<file path="src/rtl/swmm_pkg.sv">
// ----------------------------------------------------------------------------
// swmm_pkg - shared definitions for the sliding window min/max block
// Sample width, register map, reset values and the configuration bundle.
// ----------------------------------------------------------------------------
package swmm_pkg;

   localparam int SAMPLE_W       = 32;
   localparam int COUNT_W        = 32;
   localparam int PERIOD_W       = 9;
   localparam int MAX_PERIOD_DEF = 256;

   localparam int CSR_ADDR_W = 2;
   localparam int CSR_DATA_W = 32;

   localparam logic [CSR_ADDR_W-1:0] ADDR_PERIOD  = 2'd0;
   localparam logic [PERIOD_W-1:0]   PERIOD_RESET = 9'd30;

   typedef struct packed {
      logic [PERIOD_W-1:0] period;
      logic                written;
   } cfg_type;

endpackage

</file>
<file path="src/rtl/swmm_csr.sv">
// ----------------------------------------------------------------------------
// swmm_csr - configuration register port
// APB-style access to the period register; flags each period write.
// ----------------------------------------------------------------------------
module swmm_csr (
   input  logic                                clock,
   input  logic                                reset,
   input  logic                                csr_psel,
   input  logic                                csr_penable,
   input  logic                                csr_pwrite,
   input  logic [swmm_pkg::CSR_ADDR_W-1:0]     csr_paddr,
   input  logic [swmm_pkg::CSR_DATA_W-1:0]     csr_pwdata,
   output logic [swmm_pkg::CSR_DATA_W-1:0]     csr_prdata,
   output logic                                csr_pready,
   output swmm_pkg::cfg_type                   cfg
);
   import swmm_pkg::*;

   logic [PERIOD_W-1:0] period_ff;
   logic [PERIOD_W-1:0] period_in;
   logic                period_wr;

   assign csr_pready = 1'b1;
   assign period_wr  = csr_psel && csr_penable && csr_pwrite && csr_pready &&
                       (csr_paddr == ADDR_PERIOD);
   assign period_in  = period_wr ? csr_pwdata[PERIOD_W-1:0] : period_ff;

   always_ff @(posedge clock) begin
      if (reset) begin
         period_ff <= PERIOD_RESET;
      end else begin
         period_ff <= period_in;
      end
   end

   assign csr_prdata  = (csr_paddr == ADDR_PERIOD) ? CSR_DATA_W'(period_ff) : '0;
   assign cfg.period  = period_ff;
   assign cfg.written = period_wr;

endmodule

</file>
<file path="config.mk">
export PLATFORM = sky130hd
export DESIGN_NAME = swmm_csr
export DESIGN_NICKNAME = d
export VERILOG_FILES = /design/src/rtl/swmm_pkg.sv /design/src/rtl/swmm_csr.sv
export SDC_FILE = /design/constraint.sdc
export NUM_CORES = 1
export LEC_CHECK = 0
export BUFFER_PORTS_ARGS = -buffer_cell sky130_fd_sc_hd__buf_2
export CAP_MARGIN = 5
export CORE_MARGIN = 1.5
export CORE_UTILIZATION = 34
export CTS_BUF_LIST = sky130_fd_sc_hd__clkbuf_4 sky130_fd_sc_hd__clkbuf_8 sky130_fd_sc_hd__clkbuf_16
export CTS_CLUSTER_DIAMETER = 80
export DETAILED_ROUTE_END_ITERATION = 10
export PLACE_DENSITY = 0.83
export SETUP_SLACK_MARGIN = 0.5
export SKIP_LAST_GASP = 1
export SLEW_MARGIN = 20
export SYNTH_ARGS = -nofsm -noshare
export SYNTH_HDL_FRONTEND = slang
export SYNTH_SLANG_ARGS = --single-unit
</file>
<file path="constraint.sdc">
create_clock -name clock -period 1.74 [get_ports clock]
set_clock_uncertainty 0.15 [all_clocks]
set_input_delay 0.174 -clock clock [delete_from_list [all_inputs] [get_ports clock]]
set_output_delay 0.174 -clock clock [all_outputs]
set_load 0.03 [all_outputs]
</file>
==> reports/qor.yml, run 1 <==
synth_top_cell_area_share_pct: 27.73
wl_mm: 1.296
drive_gt1_share_pct: 53.15
hold_buffers: 0
vias: 534
period_share_pct: 69.42
initial_utilization_pct: 37.57
cts_tree: "yes"
port_buffers: 34
detailed_place_hpwl_um: 976.3
insertion_delay_ps: 260
grt_max_degree: 19
cp-start-kind: "register"
finalSetupViolCount: 0
coreArea_um2: 1802
antenna_cells: 0
outcome: "complete, no violations"
ys_ff_latch: 9
dieArea_um2: 2268
synth_area_leader_cell: "buf_4"
critPathRequiredTime_ps: 1420
hp-class: "in -> reg"
wl_per_cell_um: 9.529
maxCapViolCount: 0
syn_area_per_cell_um2: 8.791
critical_path_class: "reg -> out"
critPathCaptureType: "output pin"
rows: 15
top_level_ports: 82
die_h_um: 47.62
period_needed_ps: 1208
gr-total-overflow: 0
drc_errors: 0
cts_htree_levels: 1
grt_pass1_vias: 453
gr-usage-all-layers_pct: 12.14
ir_drop_v: 0.0004649
clockBufferDepth: 2
yosysMostFrequentCell: "buf_4"
leakagePower_uw: 0.0004270
gp_congestion: 0.5863
drt_iter0_drc: 4
synthTopCellsByCount: "25 x buf_4, 10 x nand2b_1, 9 x and2_2, 9 x dfxtp_1, 9 x mux2i_1"
synthTopCellsByArea: "buf_4 28%, dfxtp_1 27%, mux2i_1 13%"
fin_util_pct: 47.85
detail_route.first_pass.iterations: 2
synthCells: 77
power.density_nw_per_um2: 625.7
grt_setup_unrepaired: "true"
grt_pass1_wl_mm: 1.807
ys_seq_area_share_pct: 26.62
die_x_um: 47.62
syn2layout_area_growth_pct: 27.36
cts_sinks: 9
ys.flop_type: "dfxtp_1"
ctsRootBufferMaster: "clkbuf_4"
num-fill-cells: 192
async_flop_share_pct: 0
numCtsBuffers: 3
detail-route-antenna-nets: 0
fmax_mhz: 827.8
path_max_fanout: 3
top_regs: "period_ff (9)"
synth_edf_count: 0
antenna_found_initial: 0
finalHoldViolCount: 0
largest_reg_flops: 9
vias_per_cell: 3.926
regMostFlops: "period_ff"
netlist_area_um2: 676.9
layout.nets: 151
ys_warn_count: 0
ys_types: 12
setup_tns_ps: 0
drv_slew: 0
cts.clk_slew.worst_paths_ps: 60
cp_data_arrival_time_ps: 880
-- timing repair --
item	CTS	global route
pin swaps	1	0
resized for setup	8	24
endpoints found under the hold margin	0	0
setup endpoints to repair	9	9
setup buffers	1	0
-- through the flow --
stage	setup slack, ps	hold slack [ps]	cells	instance area [um^2]	total power (uW)
final	532.0	15.32	136	862.1	539.4
after global routing	482.9	11.60	136	862.1	578.3
after CTS	501.0	18.29	136	809.5	538.5
after detailed placement	417.8	293.6	131	752.0	356.2
after global placement	414.4	280.4	131	752.0	354.1
after floorplan	581.8	179.2	99	759.5	369.3
-- cell usage in the layout (no fill, tap or decap) --
| master | instances |
|---|---|
| dfxtp_1 | 1 |
| buf_6 | 9 |
| buf_2 | 25 |
| nor2_4 | 1 |
| dfxtp_2 | 8 |
| and2_4 | 5 |
| nand2b_1 | 10 |
| nor2_1 | 8 |
| and4_4 | 1 |
| buf_4 | 2 |
| mux2i_1 | 9 |
| clkbuf_4 | 4 |
| conb_1 | 24 |
| and2_2 | 4 |
-- cell families (layout without fill, tap and decap cells) --
group / count (synthesis) / in the layout / share of synthesized area (%)
buf+inv: 28 / 40 / 31.98
flops: 9 / 9 / 26.62
mux: 9 / 9 / 13.31
other cells: 2 / 24 / 1.109
simple gates: 29 / 29 / 26.99
-- critical path, stage by stage (launching register included) --
cell	delay, ps
dfxtp_2	330
and2_2	170
buf_6	130
-- worst paths after layout --
path	start	end	slack [ps]	cells past startpoint
worst max register to register	period_ff[1]$_SDFFE_PP1P_	period_ff[1]$_SDFFE_PP1P_	940	2
worst min register to register	period_ff[5]$_SDFFE_PP0P_	period_ff[5]$_SDFFE_PP0P_	330	2
worst max-delay path	period_ff[8]$_SDFFE_PP0P_	csr_prdata[8]	530	2
worst min-delay path	csr_pwdata[6]	period_ff[6]$_SDFFE_PP0P_	20	3
-- layout make-up --
class	instances	area (um^2)	share of cell area, %
multi-input cells	62	369.1	42.82
flip-flops and latches	9	190.2	22.06
repair buffers	36	241.5	28.01
clock buffers	4	30.03	3.483
well taps	25	31.28	3.628
-- report_power, final --
group / switching, uW / total [uW] / internal [uW]
Combinational: 111 / 153 / 41.9
Clock: 72.0 / 176 / 104
Sequential: 1.77 / 211 / 209
-- routing by layer --
layer / vias up / wire length, um / share of wire [%] / GRT usage [%]
li1: 257 / - / - / -
met1: 239 / 491 / 38 / 11.54
met4: 0 / 11 / 0.85 / 4.865
met2: 36 / 689 / 53 / 22.43
met3: 2 / 103 / 7.9 / 5.660
met5: - / 0 / 0 / 0
(Power assumes the default switching activity.)
==> run 2, diff against run 1 <==
--- a/config.mk
+++ b/config.mk
@@ -5,14 +5,15 @@
 export SDC_FILE = /design/constraint.sdc
 export NUM_CORES = 1
 export LEC_CHECK = 0
+export ABC_AREA = 1
 export BUFFER_PORTS_ARGS = -buffer_cell sky130_fd_sc_hd__buf_2
 export CAP_MARGIN = 5
 export CORE_MARGIN = 1.5
-export CORE_UTILIZATION = 34
+export CORE_UTILIZATION = 32
 export CTS_BUF_LIST = sky130_fd_sc_hd__clkbuf_4 sky130_fd_sc_hd__clkbuf_8 sky130_fd_sc_hd__clkbuf_16
 export CTS_CLUSTER_DIAMETER = 80
 export DETAILED_ROUTE_END_ITERATION = 10
-export PLACE_DENSITY = 0.83
+export PLACE_DENSITY = 0.79
 export SETUP_SLACK_MARGIN = 0.5
 export SKIP_LAST_GASP = 1
 export SLEW_MARGIN = 20
==> constraint.sdc (replaced) <==
create_clock -name clock -period 1.3 [get_ports clock]
set_clock_uncertainty 0.15 [all_clocks]
set_input_delay 0.13 -clock clock [delete_from_list [all_inputs] [get_ports clock]]
set_output_delay 0.13 -clock clock [all_outputs]
set_load 0.03 [all_outputs]
==> run 2 against run 1 <==
Net effect: the run now ends with negative hold slack left; register-to-register slack lost 500 ps; sequential power grew 30%; first-iteration DRC count grew to 5.5 times the previous value; via count grew 48%; sequential share of layout area shrank 5.0 points; die area grew 5.8%; combinational power grew 110%; flip-flop and latch count is the same; synthesized area is the same; largest power group is now combinational logic.
==> reports/qor.yml, run 2 <==
critPathCaptureType: "output pin"
path_max_fanout: 3  # unchanged
max_stage_delay_ps: 370  # +40 ps
drt_iter0_drc: 22  # +18
critPathRequiredTime_ps: 1020  # -400 ps
ir_drop_v: 0.0004137  # -11%
syn_area_per_cell_um2: 6.636  # -25%
power_uw: 848.8  # +57%
grt_setup_unrepaired: "true"
mostFrequentLayoutCells: "25 x buf_6, 24 x conb_1, 13 x buf_2"
layout.nets: 188  # +25%
outcome: "finished with violations"
cts_tree: "yes"
port_buffers: 34  # unchanged
clockBufferDepth: 2  # unchanged
gp_congestion: 0.6375  # +8.7%
regMostFlops: "period_ff"
antenna_cells: 0  # unchanged
fin_util_pct: 63.45  # +16 points
gr-usage-all-layers_pct: 15.23  # +3.1 points
ys_types: 15  # +3
hp-class: "in -> reg"
wl_mm: 2.606  # +100%
maxCapViolCount: 0  # unchanged
largest_reg_flops: 9  # unchanged
setup_ws_ps: 101.5  # -430.6 ps
detailed_place_hpwl_mm: 1.148  # +18%
die_h_um: 48.99  # +2.9%
cp_cell_sequence: "inv_2 > nor2_4 > buf_6"
crit_slowest_cell: "dfxtp_4"
synthTopCellsByCount: "25 x buf_4, 19 x nor2_1, 14 x inv_1, 14 x nand2_1"
netlist_area_um2: 676.9  # unchanged
synth_top_cell_area_share_pct: 27.73  # unchanged
ys_ff_latch: 9  # unchanged
die_x_um: 48.99  # +2.9%
ys_warn_count: 0  # unchanged
cp_data_arrival_time_ps: 920  # +40 ps
finalHoldViolCount: 4  # +4
vias_per_cell: 4.526  # +15%
syn2layout_area_growth_pct: 85.77
cp-start-kind: "register"
leakagePower_uw: 0.0006521  # +53%
initial_utilization_pct: 34.15  # -3.4 points
critical_path_class: "reg -> out"
pre_cts_ws_ps: 100.2  # -317.6 ps
synthCells: 102  # +32%
wl_per_cell_um: 14.89  # +56%
ys.flop_type: "dfxtp_1"
ys_seq_area_share_pct: 26.62  # unchanged
drv_slew: 0  # unchanged
ctsRootBufferMaster: "clkbuf_4"
finalSetupViolCount: 0  # unchanged
cts_htree_levels: 1  # unchanged
insertion_delay_ps: 280  # +20 ps
timing.hold.ws_ps: -104.5  # -119.8 ps
rows: 16  # +1
antenna_found_initial: 0  # unchanged
gr-total-overflow: 0  # unchanged
detail_route.first_pass.iterations: 4  # +2
top_level_ports: 82  # unchanged
power.density_nw_per_um2: 675.0  # +7.9%
detail-route-antenna-nets: 0  # unchanged
synth_area_leader_cell: "buf_4"
cts_sinks: 9  # unchanged
drc_errors: 0  # unchanged
vias: 792  # +48%
synthTopCellsByArea: "buf_4 28%, dfxtp_1 27%, nor2_1 11%"
top_regs: "period_ff (9)"
drive_gt1_share_pct: 66.22  # +13 points
grt_pass1_vias: 648  # +43%
grt_pass1_wl_mm: 2.801  # +55%
setup_tns_ps: 0  # unchanged
synth_edf_count: 0  # unchanged
cts.clk_slew.worst_paths_ps: 70  # about the same
failed_checks: "negative hold slack"
dieArea_um2: 2400  # +5.8%
coreArea_um2: 1982  # +10%
period_share_pct: 92.20
final_common_cell: "buf_6"
grt_max_degree: 10  # -9
period_needed_ps: 1199
yosysMostFrequentCell: "buf_4"
fmax_mhz: 834.4
async_flop_share_pct: 0  # unchanged
numCtsBuffers: 3  # unchanged
run 2: cells by family (layout without fill, tap and decap cells):
group	count (synthesis)	after routing	share of synthesized area [%]
and+or+nand+nor	48	49	34.57
other	2	24	1.109
buffers and inverters	43	66	37.71
DFF	9	9	26.62
run 2: timing repair:
action,in CTS,in global routing
setup buffers,3,6
setup endpoints to repair,28,28
endpoints found under the hold margin,4,4
cloned,2,0
pin swaps,5,13
resized for setup,45,25
run 2: critical path: cells and delay by family, from the launching register on:
family                 cells  cell delay, ps
buffers and inverters      2             180
flip-flops                 1             370
AND/OR/NAND/NOR            1              80
run 2: where the power goes:
| group | switching [uW] | leakage, uW | internal [uW] |
|---|---|---|---|
| logic | 221 | 0.000557 | 94.0 |
| registers | 7.46 | 0.0000766 | 268 |
| clock network | 119 | 0.0000184 | 140 |
| total | 347 | 0.000652 | 502 |
run 2: per-layer routing:
layer	track usage (%)	wire length [um]
met1	15.94	891
met2	30.37	1368
met3	1.840	192
met4	5.714	153
met5	0	0
run 2: through the flow:
stage	instance area, um^2	hold slack, ps	instances
after floorplan	897.1	105.4	124
after global placement	909.6	192.8	160
after detailed placement	909.6	202.1	160
after global routing	1257	-104.1	175
after CTS	1124	-71.86	169
final	1257	-104.5	175
run 2: path summary, 6_finish.rpt:
kind | from | end | slack [ps] | cells past startpoint
max | period_ff[5]$_SDFFE_PP0P_ | csr_prdata[5] | 100 | 3
max reg2reg | period_ff[0]$_SDFFE_PP0P_ | period_ff[0]$_SDFFE_PP0P_ | 440 | 3
min | csr_pwdata[4] | period_ff[4]$_SDFFE_PP1P_ | -100 | 3
min reg2reg | period_ff[1]$_SDFFE_PP1P_ | period_ff[1]$_SDFFE_PP1P_ | 370 | 2
run 2: cell type report:
class | count | area, um^2
clock buffer | 4 | 30.03
fill | 161 | 724.4
inverter | 18 | 91.34
multi-input combinational | 73 | 476.7
sequential | 9 | 214.0
tap | 27 | 33.78
timing repair buffer | 44 | 411.6
